File: config.mk
export PLATFORM = sky130hd
export DESIGN_NAME = gcr_sector_encoder
export DESIGN_NICKNAME = d
export VERILOG_FILES = /design/src/hdl/gcr_pkg.sv /design/src/hdl/gcr_assemble.sv /design/src/hdl/gcr_serialiser.sv /design/src/hdl/gcr_sector_encoder.sv
export SDC_FILE = /design/constraint.sdc
export NUM_CORES = 1
export LEC_CHECK = 0
export ABC_AREA = 1
export BUFFER_PORTS_ARGS = -buffer_cell sky130_fd_sc_hd__buf_4
export CAP_MARGIN = 25
export CORE_UTILIZATION = 44
export DETAILED_ROUTE_END_ITERATION = 10
export SETUP_SLACK_MARGIN = 0.4
export SKIP_LAST_GASP = 1
export SLEW_MARGIN = 30
export SYNTH_ARGS = -nofsm -noshare
export SYNTH_HDL_FRONTEND = slang
export SYNTH_SLANG_ARGS = --single-unit
File: constraint.sdc
create_clock -name clk -period 3.1 [get_ports clk]
set_clock_uncertainty 0.2 [all_clocks]
set_input_delay 0.93 -clock clk [delete_from_list [all_inputs] [get_ports clk]]
set_output_delay 0.93 -clock clk [all_outputs]
set_load 0.02 [all_outputs]
File: src/hdl/gcr_pkg.sv
package gcr_pkg;

	localparam logic [7:0] BlockId    = 8'h07;
	localparam logic [7:0] SectorLast = 8'hff;
	localparam int         GroupBytes = 5;

	localparam logic [4:0] NibbleCode [16] = '{
		5'h0a, 5'h0b, 5'h12, 5'h13,
		5'h0e, 5'h0f, 5'h16, 5'h17,
		5'h09, 5'h19, 5'h1a, 5'h1b,
		5'h0d, 5'h1d, 5'h1e, 5'h15
	};

	typedef struct packed {
		logic        valid;
		logic [39:0] word;
		logic        last;
	} group_t;

	function automatic logic [39:0] encode_group(input logic [31:0] grp);
		logic [39:0] bits;
		bits = '0;
		for (int k = 0; k < 8; k++) begin
			bits[39 - 5 * k -: 5] = NibbleCode[grp[31 - 4 * k -: 4]];
		end
		return bits;
	endfunction

endpackage

File: src/hdl/gcr_assemble.sv
module gcr_assemble (
	input  logic                clk,
	input  logic                arst_n,
	input  logic                in_valid,
	output logic                in_stall,
	input  logic [7:0]          data_byte,
	input  logic                take,
	output gcr_pkg::group_t     grp
);
	import gcr_pkg::*;

	logic [7:0]  pos_q;
	logic [23:0] hist_q;
	logic [7:0]  xor_q;
	group_t      pend_q;
	logic [7:0]  xor_next;
	logic        is_last;
	logic        completes;
	logic        accept;
	logic [31:0] bytes;

	assign xor_next  = xor_q ^ data_byte;
	assign is_last   = (pos_q == SectorLast);
	assign completes = is_last || (pos_q[1:0] == 2'd2);
	assign in_stall  = completes && pend_q.valid && !take;
	assign accept    = in_valid && !in_stall;
	assign grp       = pend_q;

	always_comb begin
		if (is_last) begin
			bytes = {data_byte, xor_next, 16'h0000};
		end else if (pos_q == 8'd2) begin
			bytes = {BlockId, hist_q[15:0], data_byte};
		end else begin
			bytes = {hist_q, data_byte};
		end
	end

	always_ff @(posedge clk or negedge arst_n) begin
		if (!arst_n) begin
			pos_q  <= '0;
			hist_q <= '0;
			xor_q  <= '0;
			pend_q <= '0;
		end else begin
			if (accept) begin
				if (is_last) begin
					pos_q  <= '0;
					hist_q <= '0;
					xor_q  <= '0;
				end else begin
					pos_q  <= pos_q + 8'd1;
					hist_q <= {hist_q[15:0], data_byte};
					xor_q  <= xor_next;
				end
			end
			if (accept && completes) begin
				pend_q.valid <= 1'b1;
				pend_q.last  <= is_last;
				pend_q.word  <= encode_group(bytes);
			end else if (take) begin
				pend_q.valid <= 1'b0;
			end
		end
	end

endmodule

File: src/hdl/gcr_serialiser.sv
module gcr_serialiser (
	input  logic                clk,
	input  logic                arst_n,
	input  gcr_pkg::group_t     grp,
	output logic                take,
	output logic                out_valid,
	input  logic                out_stall,
	output logic [7:0]          gcr_byte,
	output logic                last_of_run,
	output logic                end_of_block
);
	import gcr_pkg::*;

	logic [39:0] sh_q;
	logic [2:0]  cnt_q;
	logic        final_q;
	logic        out_take;

	assign out_valid    = (cnt_q != 3'd0);
	assign out_take     = out_valid && !out_stall;
	assign take         = grp.valid && ((cnt_q == 3'd0) || ((cnt_q == 3'd1) && out_take));
	assign gcr_byte     = sh_q[39:32];
	assign last_of_run  = (cnt_q == 3'd1);
	assign end_of_block = (cnt_q == 3'd1) && final_q;

	always_ff @(posedge clk or negedge arst_n) begin
		if (!arst_n) begin
			cnt_q   <= '0;
			final_q <= 1'b0;
		end else if (take) begin
			cnt_q   <= 3'(GroupBytes);
			final_q <= grp.last;
		end else if (out_take) begin
			cnt_q   <= cnt_q - 3'd1;
		end
	end

	always_ff @(posedge clk) begin
		if (take) begin
			sh_q <= grp.word;
		end else if (out_take) begin
			sh_q <= {sh_q[31:0], 8'h00};
		end
	end

endmodule

File: src/hdl/gcr_sector_encoder.sv
// Encodes a 256-byte disk sector into its 325-byte 4-to-5 GCR data block. Bytes enter
// in sector order, one item a cycle unless stalled; every fourth byte from the third
// (and the final byte, which also closes the group carrying the checksum) completes a
// group of five output bytes. A group is encoded into a holding register, then shifted
// out one byte a cycle unless out_stall holds it, so the output port sets the pace; the
// input stalls only when a group completes while the previous one is still held.
module gcr_sector_encoder (
	input  logic       clk,
	input  logic       arst_n,
	input  logic       in_valid,
	output logic       in_stall,
	input  logic [7:0] data_byte,
	output logic       out_valid,
	input  logic       out_stall,
	output logic [7:0] gcr_byte,
	output logic       last_of_run,
	output logic       end_of_block
);
	import gcr_pkg::*;

	group_t grp;
	logic   take;

	gcr_assemble u_assemble (
		.clk       (clk),
		.arst_n    (arst_n),
		.in_valid  (in_valid),
		.in_stall  (in_stall),
		.data_byte (data_byte),
		.take      (take),
		.grp       (grp)
	);

	gcr_serialiser u_serialiser (
		.clk          (clk),
		.arst_n       (arst_n),
		.grp          (grp),
		.take         (take),
		.out_valid    (out_valid),
		.out_stall    (out_stall),
		.gcr_byte     (gcr_byte),
		.last_of_run  (last_of_run),
		.end_of_block (end_of_block)
	);

endmodule

==> results of run 1 <==
-- cell usage after synthesis (all sizes together) --
cell type  count  share of area
buf           27          0.032
nand4          2         0.0022
nor3           3         0.0026
ha             5          0.011
inv           67          0.043
xor2           5         0.0075
o21ai        103          0.090
o21bai         3         0.0039
dfrtp         86           0.37
or2            1         0.0011
a22oi          2         0.0026
clkbuf         8         0.0052
a21oi          9         0.0077
xnor2          7          0.011
edfxtp        40           0.21
nand2        248           0.16
a21boi         1         0.0013
o211ai         1         0.0013
nand3b         1         0.0013
nand3         18          0.018
nor2          29          0.019
-- cells in the final DEF (no fill, tap or decap), types with 11 or more instances in the layout --
master	netlist	layout
nand2_1	243	240
inv_1	64	61
dfrtp_1	86	86
nor2_1	28	27
o21ai_0	90	90
clkbuf_16	0	17
o21ai_1	11	11
buf_4	11	38
nand3_1	16	16
edfxtp_1	40	40
-- metal layers --
| layer | vias to the layer above | part of all wire | wire length, um | track usage |
|---|---|---|---|---|
| met1 | 2017 | 0.49 | 6120 | 0.290 |
| met3 | 13 | 0.042 | 524 | 0.0613 |
| met4 | 0 | 0.014 | 174 | 0.0667 |
| met5 | - | 0 | 0 | 0 |
| met2 | 92 | 0.46 | 5700 | 0.299 |
| li1 | 2174 | - | - | - |
-- tightest hold or removal path: stages (launching register included) --
cell	delay [ps]
dfrtp_1	340
nand2_1	50
nand2_1	60
-- stage by stage --
stage          std cells  setup WS, ps   util
5_1_grt              877           309  0.528
4_1_cts              874           371  0.526
6_report             877           382  0.528
3_3_place_gp         835           253  0.477
3_5_place_dp         835           232  0.477
2_1_floorplan        666           469      -
-- logic make-up after synthesis --
family / count (synthesis) / synth area share
compound gates: 119 / 0.107
simple gates: 302 / 0.208
buf+inv: 102 / 0.0802
fa+ha+maj: 5 / 0.0108
xor+xnor: 12 / 0.0181
flops: 126 / 0.576
-- how the worst max path moves through the flow --
stage	startpoint	to	slack (ps)	depth (start not counted)
2_1_floorplan	out_stall	in_stall	470	6
3_3_place_gp	out_stall	u_serialiser.sh_q[27]	250	9
3_5_place_dp	out_stall	u_serialiser.sh_q[31]	230	9
4_1_cts	u_assemble.pos_q[0]	in_stall	370	8
5_1_grt	u_assemble.pos_q[0]	in_stall	310	8
6_report	out_stall	in_stall	380	8
-- timing repair --
action / CTS / global route
pin swaps: 4 / 3
gates resized for setup: 8 / 1
gates cloned: 0 / 0
buffers inserted: 7 / 3
endpoints found under the setup margin: 1 / 15
endpoints found under the hold margin: 0 / 0
-- state kept, by name, indices dropped and copies added, names as in the netlist --
name / cells
u_assemble.pos_q: 8
u_serialiser.cnt_q: 3
u_assemble.xor_q: 8
u_assemble.grp: 42
u_serialiser.final_q: 1
u_serialiser.sh_q: 40
u_assemble.hist_q: 24
-- power by group through the flow --
stage	Sequential [mW]	Combinational (mW)	Clock, mW
finish	2.88	2.04	1.80
global route	2.97	2.35	1.92
CTS	2.88	2.03	1.83
detailed placement	2.90	1.96	0
global placement	2.90	1.92	0
floorplan	2.82	1.50	0
-- layout make-up --
type | count | area [sq um] | area share
clock buffer | 32 | 542 | 0.0804
inverter | 67 | 255 | 0.0379
timing repair buffer | 42 | 357 | 0.0529
multi-input combinational | 438 | 2020 | 0.299
sequential | 126 | 3350 | 0.498
tap | 172 | 215 | 0.0319
==> results.md, run 1 <==
- The run finished with clean final reports.
- The tree is rooted in a clkbuf_16.
- IR analysis of the VDD net gives a maximum drop of 0.418 mV.
- The synthesized net count is 683.
- The number of nets still failing antenna checks after routing is 0.
- Traced cell by cell, the critical path runs through buf_4, inv_1, nand3_1, nand2_1, nand2_2, nand3_4, inv_2, buf_6.
- The delay of the slowest cell on the worst path is 120 ps.
- For the pin with the worst max-slew slack, the measured transition is 664 ps.
- The count of mapped cells out of synthesis is 666.
- The maximum fanout count along the critical path is 2.
- The count of final hold-check violations was 0.
- The critical path launch point type is an input pin.
- The tightest hold margin is 279 ps.
- The overall die height is 117 um.
- For this design the total switching power over the nets is 2.26 mW.
- After clock tree synthesis, the clock-pin slew on the worst setup and hold paths is 50 ps.
- The shortest clock period the worst path allows after layout is 2720 ps.
- The final non-filler cell area is 6740 sq um.
- Counting along the longest clock path gives a buffer depth of 2.
- At the end of the flow, the number of nets in the layout was 709.
- The combinational power share is 0.303.
- In this run the cell area measured after placement is 6100 sq um.
- The TritonCTS clock tree is done.
- The sequential fraction of the synthesis area is 0.576.
- Setup repair after global routing could not meet its margin everywhere.
- For hold timing, the worst endpoint is u_assemble.hist_q[14].
- The share of total power dissipated in sequential elements is 0.428.
- The first global-routing pass estimated 20600 um of wire.
- Of the cells placed in the final design, the portion with a size suffix greater than 1 is 0.123.
- The setup path with the least slack is of type input pin to output port.
- The worst slew margin relative to its limit is 0.557.
- The kind of capture point of the worst setup path is an output port.
- Timing would allow up to 368 MHz.
- The total clock sinks is 126.
- The average wire per cell in the routed design is 14.3 um.
- The worst hold path belongs to the class register to register.
- Summing over every cut layer, the via total after detailed routing is 4296.
- The proportion of total power due to net switching is 0.337.
- Entering global routing, the biggest net connects 63 pins.
- The number of antenna diodes in the final layout is 0.
- From left edge to right edge, the die measures 117 um.
- The floorplan die area is 13700 sq um.
- The global placer's final weighted congestion is 0.806.
- The number of hold buffers added after CTS was 0.
- The via density per instance is 4.90.
- The total power divided by cell area is 997 nW/um^2.
- The count of buffers added on input and output ports is 23.
- The final total power is 6.72 mW.
- The number of buffers inserted during clock tree synthesis is 17.
- The largest individual stage delay along the critical path comes from the cell buf_6.
- The hold path startpoint is u_assemble.hist_q[14].
- The number of global-route vias before repair is 4025.
- The final layout contains routed wiring with a total length of 12500 um.
- The initial core utilization is 0.455.
- Max-cap violations in this run came to 0.
- Dividing the synthesized area by the synthesized cell count gives 8.73 sq um.
- The cell leakage power is 3.21 nW.
- The worst flop-to-flop path startpoint is u_serialiser.cnt_q[0].
- The first detailed-routing pass ran for 4 iterations.
- Row generation in the floorplan step produced 41 rows.
- After synthesis, the netlist uses 32 different library cells.
- The number of design rule violations left after detail routing is 0.
- After legalization and detailed placement, the total HPWL measured 8270 um.
- For this block, the initial DRC count from the detailed router was 428.
- The power share of the clock group is 0.268.
- The synthesized netlist occupies a cell area of 5820 sq um.
- After filler insertion, the fill cell instance count of the layout stands at 1156.
- Broken down by cell family, the worst path's largest delay share belongs to buffers and inverters.
- The number of warnings issued by yosys is 0.
- The terminus of the critical flop-to-flop path is u_serialiser.sh_q[31].
- The H-tree generated during clock tree synthesis spans 4 levels.
- The final worst-path cycle share is 0.877.
- The number of pins exceeding their max-slew limit in the final report is 0.
- The final number of setup-violating endpoints is 0.
- The number of stages on the worst hold path is 2.
- The flip-flop and latch count after synthesis is 126.
- The clock reaches the later pin of the worst-skew pair after 410 ps.
- Across all register-to-register paths, the minimum setup slack is 580 ps.
- The sum of negative setup slack is 0 ps.
- After global routing the overflow that remains totals 0.
- The region available for standard cell placement spans 12800 sq um.
- Cell internal power was estimated by the tool at 4.46 mW.
- Compared with the post-synthesis result, the final layout area differs by 15.9%.
- The required time of the critical path is 1970 ps.
- The number of cells on the worst reg-to-reg path is 11.
- The initial antenna violation count was 0.
- The signal arrival time at the worst endpoint is 1590 ps.
- The total buffers and inverters traversed by the critical path is 4.
- Across every metal layer, demand over resource in global routing totals 0.204.
- During I/O placement, the number of pins put on the boundary was 24.
Note: power is estimated with default switching activity, not from simulation.
==> run 2, diff against run 1 <==
--- a/config.mk
+++ b/config.mk
@@ -10,6 +10,7 @@
 export CAP_MARGIN = 25
 export CORE_UTILIZATION = 44
 export DETAILED_ROUTE_END_ITERATION = 10
+export PLACE_DENSITY = 0.58
 export SETUP_SLACK_MARGIN = 0.4
 export SKIP_LAST_GASP = 1
 export SLEW_MARGIN = 30
==> run 2 against run 1 <==
Net effect: combinational power rose by 4%; clock-buffer cell count down 10; utilization is 0.60 points higher; via count rose by 0.91%; sequential share of layout area down 0.56 points; critical path depth unchanged; worst setup slack improved by 52 ps; highest routed layer unchanged.
==> results.md, run 2 (synthesis gave the netlist of run 1 again) <==
- The wire-length estimate of the detail-placed layout is 8160 um.
- Entering global routing, the biggest net connects 63 pins.
- The flow ran to the end, and the final reports show no timing, DRC or antenna violations.
- The global placer's final weighted congestion is 0.815.
- The final non-filler cell area is 6820 sq um.
- Across all register-to-register paths, the minimum setup slack is 600 ps.
- The TritonCTS clock tree is done.
- The number of logic stages on the critical path including buffering is 8.
- The die extent in x is 117 um.
- The clock root buffer master is clkbuf_16.
- The detailed route wirelength on metal2 is 5770 um.
- The floorplan has 41 rows.
- The uppermost layer routed is met4.
- The initial antenna violation count is 0.
- In the finished design, the share of the clock period the worst path needs comes to 0.860.
- At the pin with the least slew margin, the transition time is 572 ps.
- The start-to-end type of the worst setup path is register to output port.
- The first TritonRoute pass finished after 5 iterations.
- The worst supply voltage drop on vdd is 0.425 mV.
- The non-filler instance count after layout is 882.
- At the placement stage, the worst setup path has a slack of 230 ps.
- The initial utilization of the core area, before any placement, comes to 0.455.
- After floorplanning, the core was sized to cover 12800 sq um.
- Wires add up to 12500 um.
- The clock passes through at most 2 buffers.
- Of the total power, registers draw 0.424.
- The number of max-capacitance violations reported is 0.
- The diode insertion count for antenna repair is 0.
- The total clock sinks is 126.
- The total number of nets in the final design is 714.
- The detailed-routing wirelength on met1 is 6020 um.
- For this run the aggregate overflow at the end of global routing stands at 0.
- The cell-internal power is 4.48 mW.
- Subtracting the final worst setup slack from the clock period gives 2670 ps.
- Walking the worst path, the cells encountered are ha_4, nand2_4, nor2_4, nand2_2, nand2_4, nand3_4, inv_2, buf_6.
- The number of buffers inserted during clock tree synthesis is 17.
- Of all nets on the critical path, the largest fanout is 3.
- The cell with the largest stage delay on the worst path is dfrtp_1.
- The met3 wire length is 529 um.
- The boundary pin count is 24.
- The library cell used most frequently in the layout, excluding fill and tap cells, is nand2_1.
- The top cell types in the final layout, fill and taps aside, are nand2_1, o21ai_0, dfrtp_1, inv_1, buf_4.
- The net switching power of the design is 2.34 mW.
- The area of placed instances is 6080 sq um.
- The first global-routing pass estimated 20700 um of wire.
- The worst setup path is captured at an output port.
- Once detail routing completed, the nets flagged for antenna violations numbered 0.
- The total buffers and inverters traversed by the critical path is 2.
- The floorplan die area is 13700 sq um.
- The CTS H-tree depth is 4.
- The clock-pin slew of the registers on the worst-case setup and hold paths is 50 ps.
- The final route contains 4335 vias.
- The flip-flop count of the largest register, all copies and words added is 42.
- The clock latency at the later pin of the worst-skew pair is 420 ps.
- The synthesis-to-layout area growth is 17.2%.
- The type of the most critical hold path is input pin to async pin.
- The overall die height is 117 um.
- Data on the critical path is required at its endpoint by 1970 ps.
- The worst slew margin relative to its limit is 0.619.
- Buffers placed on the I/O ports in this run total 23.
- For this run, the slowest stage of the critical path takes 430 ps.
- Setup repair after global routing could not meet its margin everywhere.
- Of the total power, combinational logic draws 0.311.
- The cell leakage power is 3.24 nW.
- The cell depth of the worst flop-to-flop path is 12.
- The kind of cell with the highest combined delay along the critical path is flip-flops.
- The least setup slack across all paths after layout is 434 ps.
- The share of total power dissipated in the clock network is 0.264.
- The via density per instance is 4.91.
- The count of final hold-check violations is 0.
- The cell with the most instances on the worst path is nand2_4.
- The number of pins exceeding their max-slew limit in the final report is 0.
- For this run, design rule violations remaining after detail routing come to 0.
- The average wire per cell in the routed design is 14.2 um.
- The sum of negative setup slack is 0 ps.
- For this run, the top clock speed supported by timing is 375 MHz.
- The starting DRC count in detailed routing is 416.
- The total power divided by cell area is 1000 nW/um^2.
- The critical path launch point type is a register.
- The final number of setup-violating endpoints is 0.
- The signal arrival time at the worst endpoint is 1540 ps.
- The fraction of final layout cells sized beyond drive strength 1 is 0.145.
- The number of buffers inserted for hold repair after clock tree synthesis is 0.
- Across every metal layer, demand over resource in global routing totals 0.207.
- The proportion of total power due to net switching is 0.343.
- The total placed cells including tap cells is 834.
- The number of global-route vias before repair was 3990.
- The final total power is 6.82 mW.
## run 2: final timing paths
check | startpoint | end
worst max-delay path | u_assemble.pos_q[0] | in_stall
worst min-delay path | arst_n | u_assemble.xor_q[0]
worst max register to register | u_serialiser.cnt_q[0] | u_serialiser.sh_q[32]
worst min register to register | u_assemble.grp[21] | u_assemble.grp[21]
max in group asynchronous | arst_n | u_assemble.grp[37]
min in group clk | u_assemble.grp[21] | u_assemble.grp[21]
## run 2: area by class of cell
type	count	area, sq um
clock buffer	22	464
clock inverter	10	70.1
fill	1152	5960
tap	172	215
sequential	126	3350
multi-input combinational	438	2070
inverter	67	255
timing repair buffer	47	385
## run 2: power groups by stage
stage / combinational (mW) / clock [mW] / sequential [mW]
after floorplan: 1.50 / 0 / 2.82
after global placement: 1.91 / 0 / 2.89
after detailed placement: 1.95 / 0 / 2.90
after CTS: 2.01 / 1.84 / 2.88
after global routing: 2.45 / 1.92 / 2.98
final: 2.12 / 1.80 / 2.89
## run 2: metal layers
layer / up-vias / track usage
li1: 2187 / -
met3: 16 / 0.0608
met5: - / 0
met4: 0 / 0.0835
met2: 97 / 0.301
met1: 2035 / 0.290
## run 2: timing repair
| item | 4_1_cts | 5_1_grt |
|---|---|---|
| resized for setup | 10 | 14 |
| pin swaps | 7 | 7 |
| gates cloned | 0 | 0 |
| endpoints found under the setup margin | 1 | 16 |
| buffers inserted | 6 | 10 |
## run 2: per-stage QoR
stage,hold WS [ps],util
2_1_floorplan,249,-
3_3_place_gp,267,0.476
3_5_place_dp,266,0.476
4_1_cts,268,0.523
5_1_grt,282,0.534
6_report,264,0.534
==> run 3, diff against run 2 <==
--- a/config.mk
+++ b/config.mk
@@ -9,8 +9,10 @@
 export BUFFER_PORTS_ARGS = -buffer_cell sky130_fd_sc_hd__buf_4
 export CAP_MARGIN = 25
 export CORE_UTILIZATION = 44
+export CTS_CLUSTER_DIAMETER = 40
 export DETAILED_ROUTE_END_ITERATION = 10
 export PLACE_DENSITY = 0.58
+export RECOVER_POWER = 50
 export SETUP_SLACK_MARGIN = 0.4
 export SKIP_LAST_GASP = 1
 export SLEW_MARGIN = 30
==> run 3 against run 2 <==
Net effect: hold slack better by 18 ps; sequential share of layout area increased by 0.62 points; sequential cell count is the same; clock-buffer cell count unchanged; highest routed layer unchanged; largest power group unchanged; register-to-register slack worse by 140 ps; via count grew 0.48%; worst setup slack worse by 140 ps; fmax down 5.0%; sequential power hardly changed; non-clock buffer count unchanged; power fell by 1.5%; the run now ends with max-capacitance violations, max-slew violations left; clock power about the same.
==> results.md, run 3 (synthesis gave the netlist of run 1 again) <==
- The clock reaches the later pin of the worst-skew pair after 420 ps.
- Counting the buffers created by CTS gives 17.
- The number of nets still failing antenna checks after routing is 0.
- The die extent in x is 117 um.
- In the final layout, the share of cells above drive strength 1 is 0.115.
- Setup violations remaining at the end of the flow were counted as 0.
- The number of max-capacitance violations reported is 1.
- The initial utilization of the core area, before any placement, comes to 0.455.
- The total clock sinks is 126.
- The number of global-route vias before repair was 3990.
- The average wire per cell in the routed design is 14.3 um.
- The global placer's final weighted congestion is 0.815.
- The required time of the critical path is 1970 ps.
- The area inside the core boundary is 12800 sq um.
- The register with the most flip-flops in the layout has 42 of them.
- Summing all placed instances gives a cell area of 6080 sq um.
- Derived from the worst setup path, the maximum achievable clock frequency is 356 MHz.
- The cell leakage power is 3.19 nW.
- From synthesis to final layout, the design area changed by 15.7%.
- The total iterations of the first detailed-routing run is 5.
- The type of the most critical hold path is register to register.
- Using the TritonRoute via totals, the vias-per-cell ratio works out to 4.94.
- STA classifies the critical path endpoint as an output port.
- The clock root buffer master is clkbuf_16.
- Setup repair after global routing could not meet its margin everywhere.
- The start-to-end type of the worst setup path is register to output port.
- TritonCTS built the clock tree.
- In the routed design, unresolved DRC markers number 0.
- The initialized floorplan defines 41 standard-cell rows.
- In this run the deepest clock path goes through 2 buffers.
- Measured along the y axis, the die boundary spans 117 um.
- Summed over all failing endpoints, the final setup total negative slack is 0 ps.
- The routed design has 12600 um of wire.
- Entering global routing, the biggest net connects 63 pins.
- In the layout the commonest cells are nand2_1, o21ai_0, dfrtp_1, inv_1, edfxtp_1.
- After layout, the minimum clock period comes to 2810 ps.
- Data on the critical path arrives at its endpoint at 1680 ps.
- The wire length of the first global-routing pass is 20700 um.
- The total global routing overflow is 0.
- For this design the top-level I/O count stands at 24.
- The transition at the pin with the smallest max-transition slack is 1900 ps.
- The flow ran to the end, but the final reports show violations.
- The floorplan die area is 13700 sq um.
- After layout, the design draws a total of 6.72 mW.
- The starting DRC count in detailed routing is 406.
- The final worst-path cycle share is 0.905.
- The detailed-placement wirelength estimate is 8160 um.
- The checks that failed: max-capacitance violations, max-slew violations.
- During placement, the flow inserted port buffers numbering 23.
- The number of pins exceeding their max-slew limit in the final report is 33.
- The number of vias after detailed routing is 4356.
- The total number of nets in the final design is 714.
- The critical path launch point type is a register.
- The worst slew margin relative to its limit is -0.265.
- Across the VDD grid, the largest voltage drop is 0.423 mV.
- Along the worst path, the maximum fanout reaches 3.
- The most common cell after layout, fill and taps aside is nand2_1.
- Once layout is done, the placed cells without fillers occupy 6730 sq um.
- The number of buffers inserted for hold repair after clock tree synthesis is 0.
- The diode insertion count for antenna repair is 0.
- The initial antenna violation count is 0.
- The count of final hold-check violations is 0.
- The total power divided by cell area is 999 nW/um^2.
- The total routing resource utilization after global routing is 0.207.
- The clock tree synthesis step divided the H-tree into 4 levels.
- The clock-pin slew of the registers on the worst-case setup and hold paths is 50 ps.
run 3: layer usage:
layer / GRT usage / vias to the layer above / routed length, um
li1: - / 2184 / -
met1: 0.290 / 2047 / 5950
met2: 0.301 / 110 / 5830
met3: 0.0608 / 15 / 615
met4: 0.0835 / 0 / 194
met5: 0 / - / 0
run 3: report_power, final:
part	switching, mW	internal (mW)
Sequential	0.308	2.58
Combinational	1.32	0.709
Clock	0.682	1.12
run 3: area by class of cell:
| type | count | area, sq um |
|---|---|---|
| Tap cell | 172 | 215 |
| Clock inverter | 10 | 70.1 |
| Fill cell | 1180 | 6040 |
| Clock buffer | 22 | 464 |
| Inverter | 67 | 255 |
| Sequential cell | 126 | 3350 |
| Multi-Input combinational cell | 438 | 2030 |
| Timing Repair Buffer | 47 | 345 |
run 3: worst max-delay path, stage by stage, from the launching register on:
cell     delay, ps
dfrtp_1        410
ha_1           240
nand2_1        150
nor2_4          40
nand2_1         70
nand2_1        110
nand3_4        100
inv_2           40
buf_6          120
run 3: worst paths after layout:
check | from | endpoint | slack, ps | depth (start not counted)
worst max-delay path | u_assemble.pos_q[0] | in_stall | 290 | 8
worst min-delay path | u_assemble.grp[21] | u_assemble.grp[21] | 280 | 2
worst max register to register | u_assemble.pos_q[0] | u_assemble.hist_q[5] | 460 | 11
worst min register to register | u_assemble.grp[21] | u_assemble.grp[21] | 280 | 2
max in group asynchronous | arst_n | u_assemble.hist_q[13] | 770 | 1
min in group asynchronous | arst_n | u_assemble.xor_q[0] | 830 | 1
run 3: what timing repair did:
action | 4_1_cts | 5_1_grt
buffers inserted | 6 | 10
setup endpoints to repair | 1 | 16
pin swaps | 7 | 7
resized for setup | 10 | 14
run 3: per-stage QoR:
step                      hold WS (ps)  instances  setup WS [ps]  utilization
after floorplan                    249        666            469            -
after global placement             267        834            269        0.476
after detailed placement           266        834            230        0.476
after CTS                          268        872            387        0.523
after global routing               309        882            191        0.527
final                              282        882            294        0.527
